===== src/hdl/pwc_pkg.sv =====
// Power window controller package: item types, mode encoding, drive codes
// and configuration register indexes. No dependencies.
package pwc_pkg;

    localparam int CFG_IDX_W  = 2;
    localparam int CFG_DATA_W = 16;
    localparam int TICK_W     = 16;

    localparam logic [CFG_IDX_W-1:0] REG_HOLD_TICKS    = 2'd0;
    localparam logic [CFG_IDX_W-1:0] REG_REVERSE_TICKS = 2'd1;

    localparam logic [CFG_DATA_W-1:0] REG_RESET = 16'd500;

    localparam logic [1:0] DRIVE_STOP = 2'd0;
    localparam logic [1:0] DRIVE_UP   = 2'd1;
    localparam logic [1:0] DRIVE_DOWN = 2'd2;

    typedef enum logic [7:0] {
        M_IDLE        = 8'b0000_0001,
        M_UP_WAIT     = 8'b0000_0010,
        M_DOWN_WAIT   = 8'b0000_0100,
        M_UP_MANUAL   = 8'b0000_1000,
        M_DOWN_MANUAL = 8'b0001_0000,
        M_UP_AUTO     = 8'b0010_0000,
        M_DOWN_AUTO   = 8'b0100_0000,
        M_REVERSE     = 8'b1000_0000
    } t_mode;

    typedef struct packed {
        logic power_press;
        logic lock_press;
        logic driver_up;
        logic driver_down;
        logic passenger_up;
        logic passenger_down;
        logic top_limit;
        logic bottom_limit;
        logic jam_event;
    } t_in_item;

    typedef struct packed {
        logic [1:0] motor_drive;
        logic       red_lamp;
        logic       blue_lamp;
        logic       powered;
        logic       locked;
    } t_out_item;

    typedef struct packed {
        logic [TICK_W-1:0] hold_ticks;
        logic [TICK_W-1:0] reverse_ticks;
    } t_cfg;

endpackage


===== src/hdl/pwc_cfg.sv =====
// Configuration registers for hold and reverse times.
// Depends on pwc_pkg.
module pwc_cfg (
    input  logic                             i_clk,
    input  logic                             i_rst_n,
    input  logic                             i_cfg_valid,
    output logic                             o_cfg_ready,
    input  logic [pwc_pkg::CFG_IDX_W-1:0]    i_cfg_index,
    input  logic [pwc_pkg::CFG_DATA_W-1:0]   i_cfg_data,
    output pwc_pkg::t_cfg                    o_cfg
);
    import pwc_pkg::*;

    logic [TICK_W-1:0] r_hold;
    logic [TICK_W-1:0] r_reverse;

    assign o_cfg_ready = 1'b1;

    always_ff @(posedge i_clk) begin
        if (!i_rst_n) begin
            r_hold    <= REG_RESET;
            r_reverse <= REG_RESET;
        end else if (i_cfg_valid) begin
            if (i_cfg_index == REG_HOLD_TICKS) begin
                r_hold <= i_cfg_data;
            end
            if (i_cfg_index == REG_REVERSE_TICKS) begin
                r_reverse <= i_cfg_data;
            end
        end
    end

    assign o_cfg.hold_ticks    = r_hold;
    assign o_cfg.reverse_ticks = r_reverse;

endmodule


===== src/hdl/pwc_fsm.sv =====
// Window mode state machine with tick counter and power/lock flags.
// Computes one result per enabled cycle. Depends on pwc_pkg.
module pwc_fsm (
    input  logic               i_clk,
    input  logic               i_rst_n,
    input  logic               i_en,
    input  pwc_pkg::t_in_item  i_item,
    input  pwc_pkg::t_cfg      i_cfg,
    output pwc_pkg::t_out_item o_result
);
    import pwc_pkg::*;

    t_mode             r_mode;
    t_mode             n_mode;
    t_mode             m_cur;
    logic [TICK_W-1:0] r_cnt;
    logic [TICK_W-1:0] n_cnt;
    logic [TICK_W-1:0] c_inc;
    logic              r_power;
    logic              n_power;
    logic              r_lock;
    logic              n_lock;
    logic              up_req;
    logic              down_req;
    logic [1:0]        drive;

    function automatic logic [TICK_W-1:0] sat_inc(input logic [TICK_W-1:0] v);
        return (v == {TICK_W{1'b1}}) ? v : v + {{(TICK_W-1){1'b0}}, 1'b1};
    endfunction

    always_comb begin
        n_power  = r_power ^ i_item.power_press;
        n_lock   = r_lock;
        n_mode   = r_mode;
        n_cnt    = r_cnt;
        drive    = DRIVE_STOP;
        up_req   = 1'b0;
        down_req = 1'b0;
        c_inc    = '0;
        if (i_item.power_press && !n_power) begin
            n_mode = M_IDLE;
            n_cnt  = '0;
        end
        if (n_power && i_item.lock_press) begin
            n_lock = !r_lock;
        end
        m_cur = n_mode;
        if (n_power) begin
            up_req   = i_item.driver_up   | (i_item.passenger_up   & ~n_lock);
            down_req = i_item.driver_down | (i_item.passenger_down & ~n_lock);
            case (m_cur)
                M_IDLE: begin
                    if (up_req) begin
                        n_mode = M_UP_WAIT;
                        n_cnt  = '0;
                    end else if (down_req) begin
                        n_mode = M_DOWN_WAIT;
                        n_cnt  = '0;
                    end
                end
                M_UP_WAIT: begin
                    if (i_item.jam_event) begin
                        n_mode = M_REVERSE;
                        n_cnt  = '0;
                    end else begin
                        c_inc = sat_inc(r_cnt);
                        n_cnt = c_inc;
                        if (c_inc >= i_cfg.hold_ticks) begin
                            n_mode = up_req ? M_UP_MANUAL : M_UP_AUTO;
                        end
                    end
                end
                M_DOWN_WAIT: begin
                    c_inc = sat_inc(r_cnt);
                    n_cnt = c_inc;
                    if (c_inc >= i_cfg.hold_ticks) begin
                        n_mode = down_req ? M_DOWN_MANUAL : M_DOWN_AUTO;
                    end
                end
                M_UP_MANUAL: begin
                    if (i_item.jam_event) begin
                        n_mode = M_REVERSE;
                        n_cnt  = '0;
                    end else if (!up_req) begin
                        n_mode = M_IDLE;
                    end
                end
                M_UP_AUTO: begin
                    if (i_item.jam_event) begin
                        n_mode = M_REVERSE;
                        n_cnt  = '0;
                    end else if (i_item.top_limit || down_req) begin
                        n_mode = M_IDLE;
                    end
                end
                M_DOWN_MANUAL: begin
                    if (!down_req) begin
                        n_mode = M_IDLE;
                    end
                end
                M_DOWN_AUTO: begin
                    if (i_item.bottom_limit || up_req) begin
                        n_mode = M_IDLE;
                    end
                end
                M_REVERSE: begin
                    if (r_cnt >= i_cfg.reverse_ticks) begin
                        n_mode = M_IDLE;
                    end
                end
                default: begin
                    n_mode = M_IDLE;
                end
            endcase

            case (n_mode)
                M_UP_MANUAL, M_UP_AUTO: begin
                    if (!i_item.top_limit) begin
                        drive = DRIVE_UP;
                    end
                end
                M_DOWN_MANUAL, M_DOWN_AUTO: begin
                    if (!i_item.bottom_limit) begin
                        drive = DRIVE_DOWN;
                    end
                end
                M_REVERSE: begin
                    drive = DRIVE_DOWN;
                    n_cnt = sat_inc(n_cnt);
                end
                default: begin
                    drive = DRIVE_STOP;
                end
            endcase
        end
    end

    always_ff @(posedge i_clk) begin
        if (!i_rst_n) begin
            r_mode  <= M_IDLE;
            r_cnt   <= '0;
            r_power <= 1'b0;
            r_lock  <= 1'b0;
        end else if (i_en) begin
            r_mode  <= n_mode;
            r_cnt   <= n_cnt;
            r_power <= n_power;
            r_lock  <= n_lock;
        end
    end

    assign o_result.motor_drive = drive;
    assign o_result.red_lamp    = (drive == DRIVE_UP);
    assign o_result.blue_lamp   = (drive == DRIVE_DOWN);
    assign o_result.powered     = n_power;
    assign o_result.locked      = n_lock;

endmodule


===== src/hdl/power_window_controller.sv =====
// Power window controller top level: input and result registers around
// the mode state machine. Depends on pwc_pkg, pwc_cfg and pwc_fsm.
//
// Each accepted tick item yields exactly one result item. An item is
// captured into the input register, processed by the state machine once
// the result register is free or being emptied, and its result is
// registered into the result register, which drives o_out_valid. One item
// is taken every cycle while i_out_ready does not stall the output; the
// state machine updates the mode and counter as each item is processed.
// Configuration writes are always accepted (o_cfg_ready is tied high)
// and must be issued while no item is in flight.
module power_window_controller (
    input  logic                           i_clk,
    input  logic                           i_rst_n,
    input  logic                           i_in_valid,
    output logic                           o_in_ready,
    input  pwc_pkg::t_in_item              i_in_item,
    output logic                           o_out_valid,
    input  logic                           i_out_ready,
    output pwc_pkg::t_out_item             o_out_item,
    input  logic                           i_cfg_valid,
    output logic                           o_cfg_ready,
    input  logic [pwc_pkg::CFG_IDX_W-1:0]  i_cfg_index,
    input  logic [pwc_pkg::CFG_DATA_W-1:0] i_cfg_data
);
    import pwc_pkg::*;

    logic      r_in_valid;
    t_in_item  r_in;
    logic      r_out_valid;
    t_out_item r_out;
    logic      process;
    t_out_item result;
    t_cfg      cfg;

    pwc_cfg u_cfg (
        .i_clk       (i_clk),
        .i_rst_n     (i_rst_n),
        .i_cfg_valid (i_cfg_valid),
        .o_cfg_ready (o_cfg_ready),
        .i_cfg_index (i_cfg_index),
        .i_cfg_data  (i_cfg_data),
        .o_cfg       (cfg)
    );

    pwc_fsm u_fsm (
        .i_clk    (i_clk),
        .i_rst_n  (i_rst_n),
        .i_en     (process),
        .i_item   (r_in),
        .i_cfg    (cfg),
        .o_result (result)
    );

    assign process    = r_in_valid && (!r_out_valid || i_out_ready);
    assign o_in_ready = !r_in_valid || process;

    always_ff @(posedge i_clk) begin
        if (!i_rst_n) begin
            r_in_valid  <= 1'b0;
            r_out_valid <= 1'b0;
        end else begin
            if (i_in_valid && o_in_ready) begin
                r_in_valid <= 1'b1;
            end else if (process) begin
                r_in_valid <= 1'b0;
            end
            if (process) begin
                r_out_valid <= 1'b1;
            end else if (i_out_ready) begin
                r_out_valid <= 1'b0;
            end
        end
    end

    always_ff @(posedge i_clk) begin
        if (i_in_valid && o_in_ready) begin
            r_in <= i_in_item;
        end
        if (process) begin
            r_out <= result;
        end
    end

    assign o_out_valid = r_out_valid;
    assign o_out_item  = r_out;

endmodule


===== config.mk =====
export PLATFORM = sky130hd
export DESIGN_NAME = power_window_controller
export DESIGN_NICKNAME = d
export VERILOG_FILES = /design/src/hdl/pwc_pkg.sv /design/src/hdl/pwc_cfg.sv /design/src/hdl/pwc_fsm.sv /design/src/hdl/power_window_controller.sv
export SDC_FILE = /design/constraint.sdc
export NUM_CORES = 1
export LEC_CHECK = 0
export CORE_MARGIN = 3
export CORE_UTILIZATION = 70
export DETAILED_ROUTE_END_ITERATION = 6
export DONT_BUFFER_PORTS = 1
export MAX_ROUTING_LAYER = met4
export PLACE_DENSITY = 0.86
export SLEW_MARGIN = 20
export SYNTH_ARGS = -nofsm -noshare
export SYNTH_HDL_FRONTEND = slang
export SYNTH_SLANG_ARGS = --single-unit

===== constraint.sdc =====
create_clock -name i_clk -period 11.7 [get_ports i_clk]
set_input_delay 0 -clock i_clk [delete_from_list [all_inputs] [get_ports i_clk]]
set_output_delay 0 -clock i_clk [all_outputs]
set_load 0.03 [all_outputs]

==> out/metrics.cfg, run 1 <==
[floorplan]
die_height_um = 93.6
pin_count = 41
fp.dieW_um = 93.6
coreArea_mm2 = 0.00733
initial_core_util_pct = 73.3
fp-row-count = 31
die_area_mm2 = 0.00876

[power_and_ir_drop]
p_sw_share_pct = 27.7
p_int_mw = 0.400
power_frac_seq_pct = 50.7
p_clk_share_pct = 36.8
power.net_switching_mw = 0.153
ir_drop_mv = 0.108
power_frac_comb_pct = 12.5
p_leak_nw = 2.29
power_density_mw_per_mm2 = 93.7

[setup_path]
crit_type = flop to flop
critPathMaxFanout = 9
cp_slowest_stage_delay_ps = 650
crit_path_start_kind = flop
worst_ep_required_time_ps = 11830
arrival_ps = 4760
endpoint_kind = flop
crit_chain = ha_1, nand4_1, or4_1, nand3_1, xnor2_1, ha_1, a21o_1, a21o_1, a21oi_1, o21ai_0, a221oi_1, o21ai_0, nand2b_1, a211o_1, a2111oi_0
critical-path-slowest-cell = or4_1

[clock_network]
clock-root-buffer = clkbuf_8
cts_setup_buffers = 0
ctsHtreeMaxLevel = 3
clk_latency_ps = 350
ctsHoldBuffers = 36
cts_buffer_depth = 2
post_cts_resized = 0
cts_made_buffers = 9
cts_tree = done
clk_pin_slew_ps = 90
clkSinkCount = 75

[logic_synthesis]
ys_types = 80
yosys.area.top_type_share_pct = 22.4
synth_fp_nets = 728
synth-async-reset-ratio_pct = 0
synthSimpleGateAreaFrac_pct = 23.2
synth_area_mm2 = 0.00537
synth_ff_type = dfxtp_1
yosysMostFrequentCell = nand2_1
synth_edf_count = 15
seq_area_frac_synth_pct = 30.7
synthMuxAreaShare_pct = 2.21
synthXorXnorAreaFrac_pct = 3.26
synth-compound-area-share_pct = 25.1
synth_top_family_by_area = compound AO/OA/AOI/OAI gates
synthTopCellsByArea = dfxtp_1, edfxtp_1, ha_1
synthAdderAreaFrac_pct = 8.15
yosys_warnings = 0
synth_largest_area_cell = dfxtp_1
ys_ff_latch = 75
synth_common_cells = nand2_1, dfxtp_1, inv_1, ha_1, nor2_1
syn_area_per_cell_um2 = 8.13
synthCells = 661

[route]
wl_per_cell_um = 19.7
routed_wirelength_mm = 15.2
vias_per_cell = 6.64
drcViolationCount = 0
drt_iter0_markers = 533
dr.pass1.iters = 6
antenna_left = 0
num_vias = 5128

[outcome]
status = finished clean

[sta]
fin_hold_ws_ps = 50.7
setup_viol = 0
slew_viol_final = 0
rsz0062_at_grt = false
period_minus_slack_ps = 4630
relSlewSlack_pct = 42.6
worst_slew_pin_slew_ps = 861
fin_skew_ps = 13.2
fmax_mhz = 216
hold_viol_final = 0
setup_tns_ps = 0
finalCritPeriodShare_pct = 39.6

[job]
max_cap_viol_count = 0

[finish]
num-nets-final = 735
syn2layout_area_growth_pct = 9.90
diodes = 0
fill_cells = 452
final_layout_size_suffix_gt1_share_pct = 6.84

[global_route]
overflow = 0
grt_usage_pct = 37.1
grt_pass1_wl_mm = 25.0
grt_max_degree = 43
antenna_found_initial = 0
grt_pass1_vias = 4978

[place]
gp_congestion = 1.02
port_buffers = 0
hpwl_mm = 10.1

[worst_hold_path]
hp-class = input pin to flop

cell usage in the layout (no fill, tap or decap), types with 16 or more instances in the layout:
| master | netlist | final |
|---|---|---|
| xnor2_1 | 16 | 16 |
| nand2_1 | 95 | 95 |
| inv_1 | 48 | 48 |
| dfxtp_1 | 60 | 60 |
| a21o_1 | 16 | 16 |
| ha_1 | 35 | 35 |
| a21boi_0 | 24 | 24 |
| a21oi_1 | 24 | 24 |
| dlygate4sd3_1 | 0 | 35 |
| o21ai_0 | 33 | 33 |
| nor2_1 | 34 | 34 |
worst paths after layout:
kind	slack (ps)	depth (start not counted)	to	startpoint
setup / recovery	7070	15	o_out_item[3]	u_fsm.r_cnt[0]
hold / removal	50	3	u_cfg.r_hold[11]	i_cfg_valid
setup reg to reg	7070	15	o_out_item[3]	u_fsm.r_cnt[0]
hold reg to reg	470	2	u_cfg.r_hold[11]	u_cfg.r_hold[11]
sequential cells by signal, indices dropped and copies added (netlist names):
| register | count |
|---|---|
| u_cfg.r_hold | 16 |
| u_cfg.r_reverse | 16 |
| u_fsm.r_cnt | 16 |
| r_in | 9 |
| u_fsm.r_mode | 8 |
| o_out_item | 6 |
| o_out_valid | 1 |
| r_in_valid | 1 |
| u_fsm.r_lock | 1 |
| u_fsm.r_power | 1 |
kinds of logic (layout without fill, tap and decap cells):
group | Yosys count | in the layout
muxes | 11 | 11
xor gates and xnor gates | 20 | 20
adders and majority gates | 35 | 35
AOI/OAI and AO/OA | 189 | 189
buffers and inverters | 93 | 105
and+or+nand+nor | 237 | 237
DFF | 75 | 75
other | 1 | 1
metal layers:
| metal | wire length (um) | GRT usage (%) | vias to the layer above | share of wire [%] |
|---|---|---|---|---|
| met1 | 6090 | 46.2 | 2376 | 40 |
| met4 | 535 | 15.3 | 0 | 3.5 |
| met3 | 1240 | 5.15 | 65 | 8.2 |
| li1 | - | - | 2383 | - |
| met5 | 0 | - | - | 0 |
| met2 | 7310 | 60.7 | 304 | 48 |
power groups by stage:
stage,combinational (mW),sequential [mW],clock [mW]
after detailed placement,0.0526,0.286,0
after global placement,0.0515,0.286,0
after floorplan,0.0446,0.284,0
after CTS,0.0659,0.280,0.203
after global routing,0.0749,0.281,0.214
final,0.0690,0.280,0.204
area by class of cell:
class                           instances  area, um2  area share [%]
Tap cell                               99        124            2.10
Clock inverter                          5       62.6            1.06
Multi-Input combinational cell        493       3350            56.7
Inverter                               49        184            3.12
Timing Repair Buffer                   40        400            6.78
Clock buffer                           11        131            2.23
Sequential cell                        75       1650            28.0
through the flow:
| stage | cells | cell area [um2] | power (mW) | setup slack, ps | util [%] |
|---|---|---|---|---|---|
| 6_report | 772 | 5900 | 0.553 | 7070 | 80.5 |
| 3_5_place_dp | 720 | 5340 | 0.339 | 7220 | 72.8 |
| 4_1_cts | 772 | 5900 | 0.549 | 7180 | 80.5 |
| 3_3_place_gp | 720 | 5330 | 0.337 | 7390 | 72.8 |
| 5_1_grt | 772 | 5900 | 0.570 | 6860 | 80.5 |
| 2_1_floorplan | 661 | 5370 | 0.329 | 7700 | - |
worst max-delay path: cells and delay by family (launching register included):
family | cells | cell delay [ps]
compound gates | 8 | 1860
simple gates | 4 | 1280
fa+ha+maj | 2 | 650
flops | 1 | 480
xor+xnor | 1 | 150
No activity file was read; power rests on OpenSTA's default activity.
==> run 2, diff against run 1 <==
- CORE_UTILIZATION: 70 -> 58
- PLACE_DENSITY: 0.86 -> 0.76
- clock period: 11.7 -> 3.8 ns (I/O delays scaled with it)
==> run 2 against run 1 <==
  * The flow now finishes with violations (negative setup slack)
  * Clock power rose to 3.1 times the previous value
  * Critical endpoint is now o_out_item[4]
  * Critical path depth unchanged
  * Design area grew 8.6%
  * Register-to-register slack lost 7100 ps
  * Total power increased to 3.1 times the previous value
  * Fmax is 21% higher
  * Die area up 19%
==> out/metrics.cfg, run 2 (synthesis results as in run 1) <==
[outcome]
status = finished with violations
violations = negative setup slack

[worst_hold_path]
hp-class = input pin to flop
min_path_cells = 4  ; +1

[setup_path]
endpoint_kind = flop
crit_type = flop to flop
critPathMaxFanout = 3  ; -6
path_common_cell = a21o_1
reg2reg_depth = 15  ; unchanged
worst_ep_required_time_ps = 3980  ; -7850 ps
critical-path-slowest-cell = or4_4
crit_path_start_kind = flop
cp_slowest_stage_delay_ps = 550  ; -100 ps
arrival_ps = 4000  ; -760 ps
crit_chain = ha_4, nand4_1, or4_4, mux2i_1, inv_1, ha_1, a21o_1, a21o_1, a21oi_1, o21ai_1, a221oi_2, o21ai_2, nand2b_4, a211o_4, a2111oi_4

[route]
wl_per_cell_um = 18.6  ; -5.4%
routedLengthMet1_mm = 6.31  ; +3.7%
vias_per_cell = 6.31  ; -4.9%
antenna_left = 0  ; unchanged
wl_met2_mm = 7.54  ; +3.1%
top_layer = met4
dr.pass1.iters = 6  ; unchanged
drt_iter0_markers = 383  ; -28%
routed_wirelength_mm = 15.4  ; +1.3%
drcViolationCount = 0  ; unchanged
num_vias = 5222  ; +1.8%
route.met3.wl_mm = 1.05  ; -16%

[global_route]
overflow = 0  ; unchanged
grt_usage_pct = 31.0  ; -6.1 points
antenna_found_initial = 0  ; unchanged
grt_pass1_vias = 5052  ; +1.5%
grt_pass1_wl_mm = 24.6  ; -1.8%
grt_max_degree = 43  ; unchanged

[finish]
finish.utilization_pct = 72.4  ; -8.1 points
diodes = 0  ; unchanged
top_regs = u_cfg.r_hold: 16 flops, u_cfg.r_reverse: 16 flops, u_fsm.r_cnt: 16 flops
num-nets-final = 781  ; +6.3%
syn2layout_area_growth_pct = 19.3
mostFrequentLayoutCell = nand2_1
final_layout_size_suffix_gt1_share_pct = 15.9  ; +9.0 points
fill_cells = 687  ; +52%
layout_common_cells = nand2_1, dfxtp_1, buf_4

[clock_network]
cts_made_buffers = 9  ; unchanged
clkSinkCount = 75  ; unchanged
clock-root-buffer = clkbuf_8
cts_buffer_depth = 2  ; unchanged
ctsHtreeMaxLevel = 3  ; unchanged
clk_pin_slew_ps = 90  ; about the same
clk_latency_ps = 360  ; about the same
cts_tree = done

[job]
max_cap_viol_count = 0  ; unchanged

[place]
port_buffers = 0  ; unchanged
hpwl_mm = 10.9  ; +8.4%
gp_congestion = 0.961  ; -5.9%

[floorplan]
coreArea_mm2 = 0.00885  ; +21%
fp.dieW_um = 102  ; +9.2%
fp-row-count = 34  ; +9.7%
die_height_um = 102  ; +9.2%
pin_count = 41  ; unchanged
die_area_mm2 = 0.0105  ; +19%
initial_core_util_pct = 60.7  ; -13 points

[sta]
worst_slack_ps = -25.7  ; -7090 ps
setup_viol = 1  ; +1
fmax_mhz = 261  ; +21%
period_minus_slack_ps = 3830  ; -806 ps
fin_skew_ps = 11.6  ; -1.57 ps
finalCritPeriodShare_pct = 101  ; +61 points
slew_viol_final = 0  ; unchanged
relSlewSlack_pct = 46.5  ; +3.9 points
setup_tns_ps = -25.7  ; -25.7 ps
worst_slew_pin_slew_ps = 803  ; -58.5 ps
rsz0062_at_grt = true
hold_viol_final = 0  ; unchanged

[power_and_ir_drop]
p_leak_nw = 2.57  ; +12%
ir_drop_mv = 0.248  ; +130%
power_density_mw_per_mm2 = 269  ; +190%

-- run 2: where the power goes --
part / switching [mW] / total [mW] / leakage (nW) / internal (mW)
combinational: 0.129 / 0.221 / 1.83 / 0.0924
clock: 0.330 / 0.642 / 0.103 / 0.312
sequential: 0.0231 / 0.861 / 0.634 / 0.838
total: 0.482 / 1.72 / 2.57 / 1.24
-- run 2: repair_timing --
action	in CTS	in global routing
pin swaps	4	7
endpoints found under the setup margin	5	12
buffers inserted	0	6
resized for setup	5	21
hold endpoints to repair	51	0
hold buffers	36	0
-- run 2: final timing paths --
kind,start,end,slack [ps]
max reg2reg,u_fsm.r_cnt[0],o_out_item[4],-30
min,i_cfg_index[1],u_cfg.r_hold[9],50
max,u_fsm.r_cnt[0],o_out_item[4],-30
min reg2reg,u_cfg.r_reverse[9],u_cfg.r_reverse[9],470
-- run 2: metrics by stage --
| step | area [um2] | worst slack, ps | power, mW | hold slack, ps | std cells |
|---|---|---|---|---|---|
| after CTS | 6250 | 16.4 | 1.71 | 49.5 | 821 |
| after detailed placement | 5670 | -196 | 1.05 | 87.3 | 769 |
| final | 6410 | -25.7 | 1.72 | 47.6 | 827 |
| after global routing | 6410 | -178 | 1.79 | 60.5 | 827 |
| after global placement | 5670 | 25.1 | 1.04 | 84.1 | 769 |
| after floorplan | 5410 | 10.9 | 1.01 | 98.9 | 661 |
-- run 2: layout make-up --
type | instances | area, um2 | area share [%]
inverters | 49 | 184 | 2.87
well taps | 108 | 135 | 2.11
flip-flops and latches | 75 | 1660 | 25.8
clock buffers | 10 | 128 | 1.99
multi-input cells | 493 | 3490 | 54.4
repair buffers | 86 | 749 | 11.7
clock inverters | 6 | 68.8 | 1.07
-- run 2: metal layers --
layer,vias to the layer above,GRT usage [%]
li1,2495,-
met1,2454,37.4
met2,220,52.4
met3,53,5.67
met4,0,9.69
met5,-,-
-- run 2: critical path, delay by kind of cell, from the launching register on --
kind | cells | cell delay (ps)
mux | 1 | 200
buf+inv | 1 | 90
simple gates | 3 | 860
fa+ha+maj | 2 | 420
flops | 1 | 370
compound gates | 8 | 1720
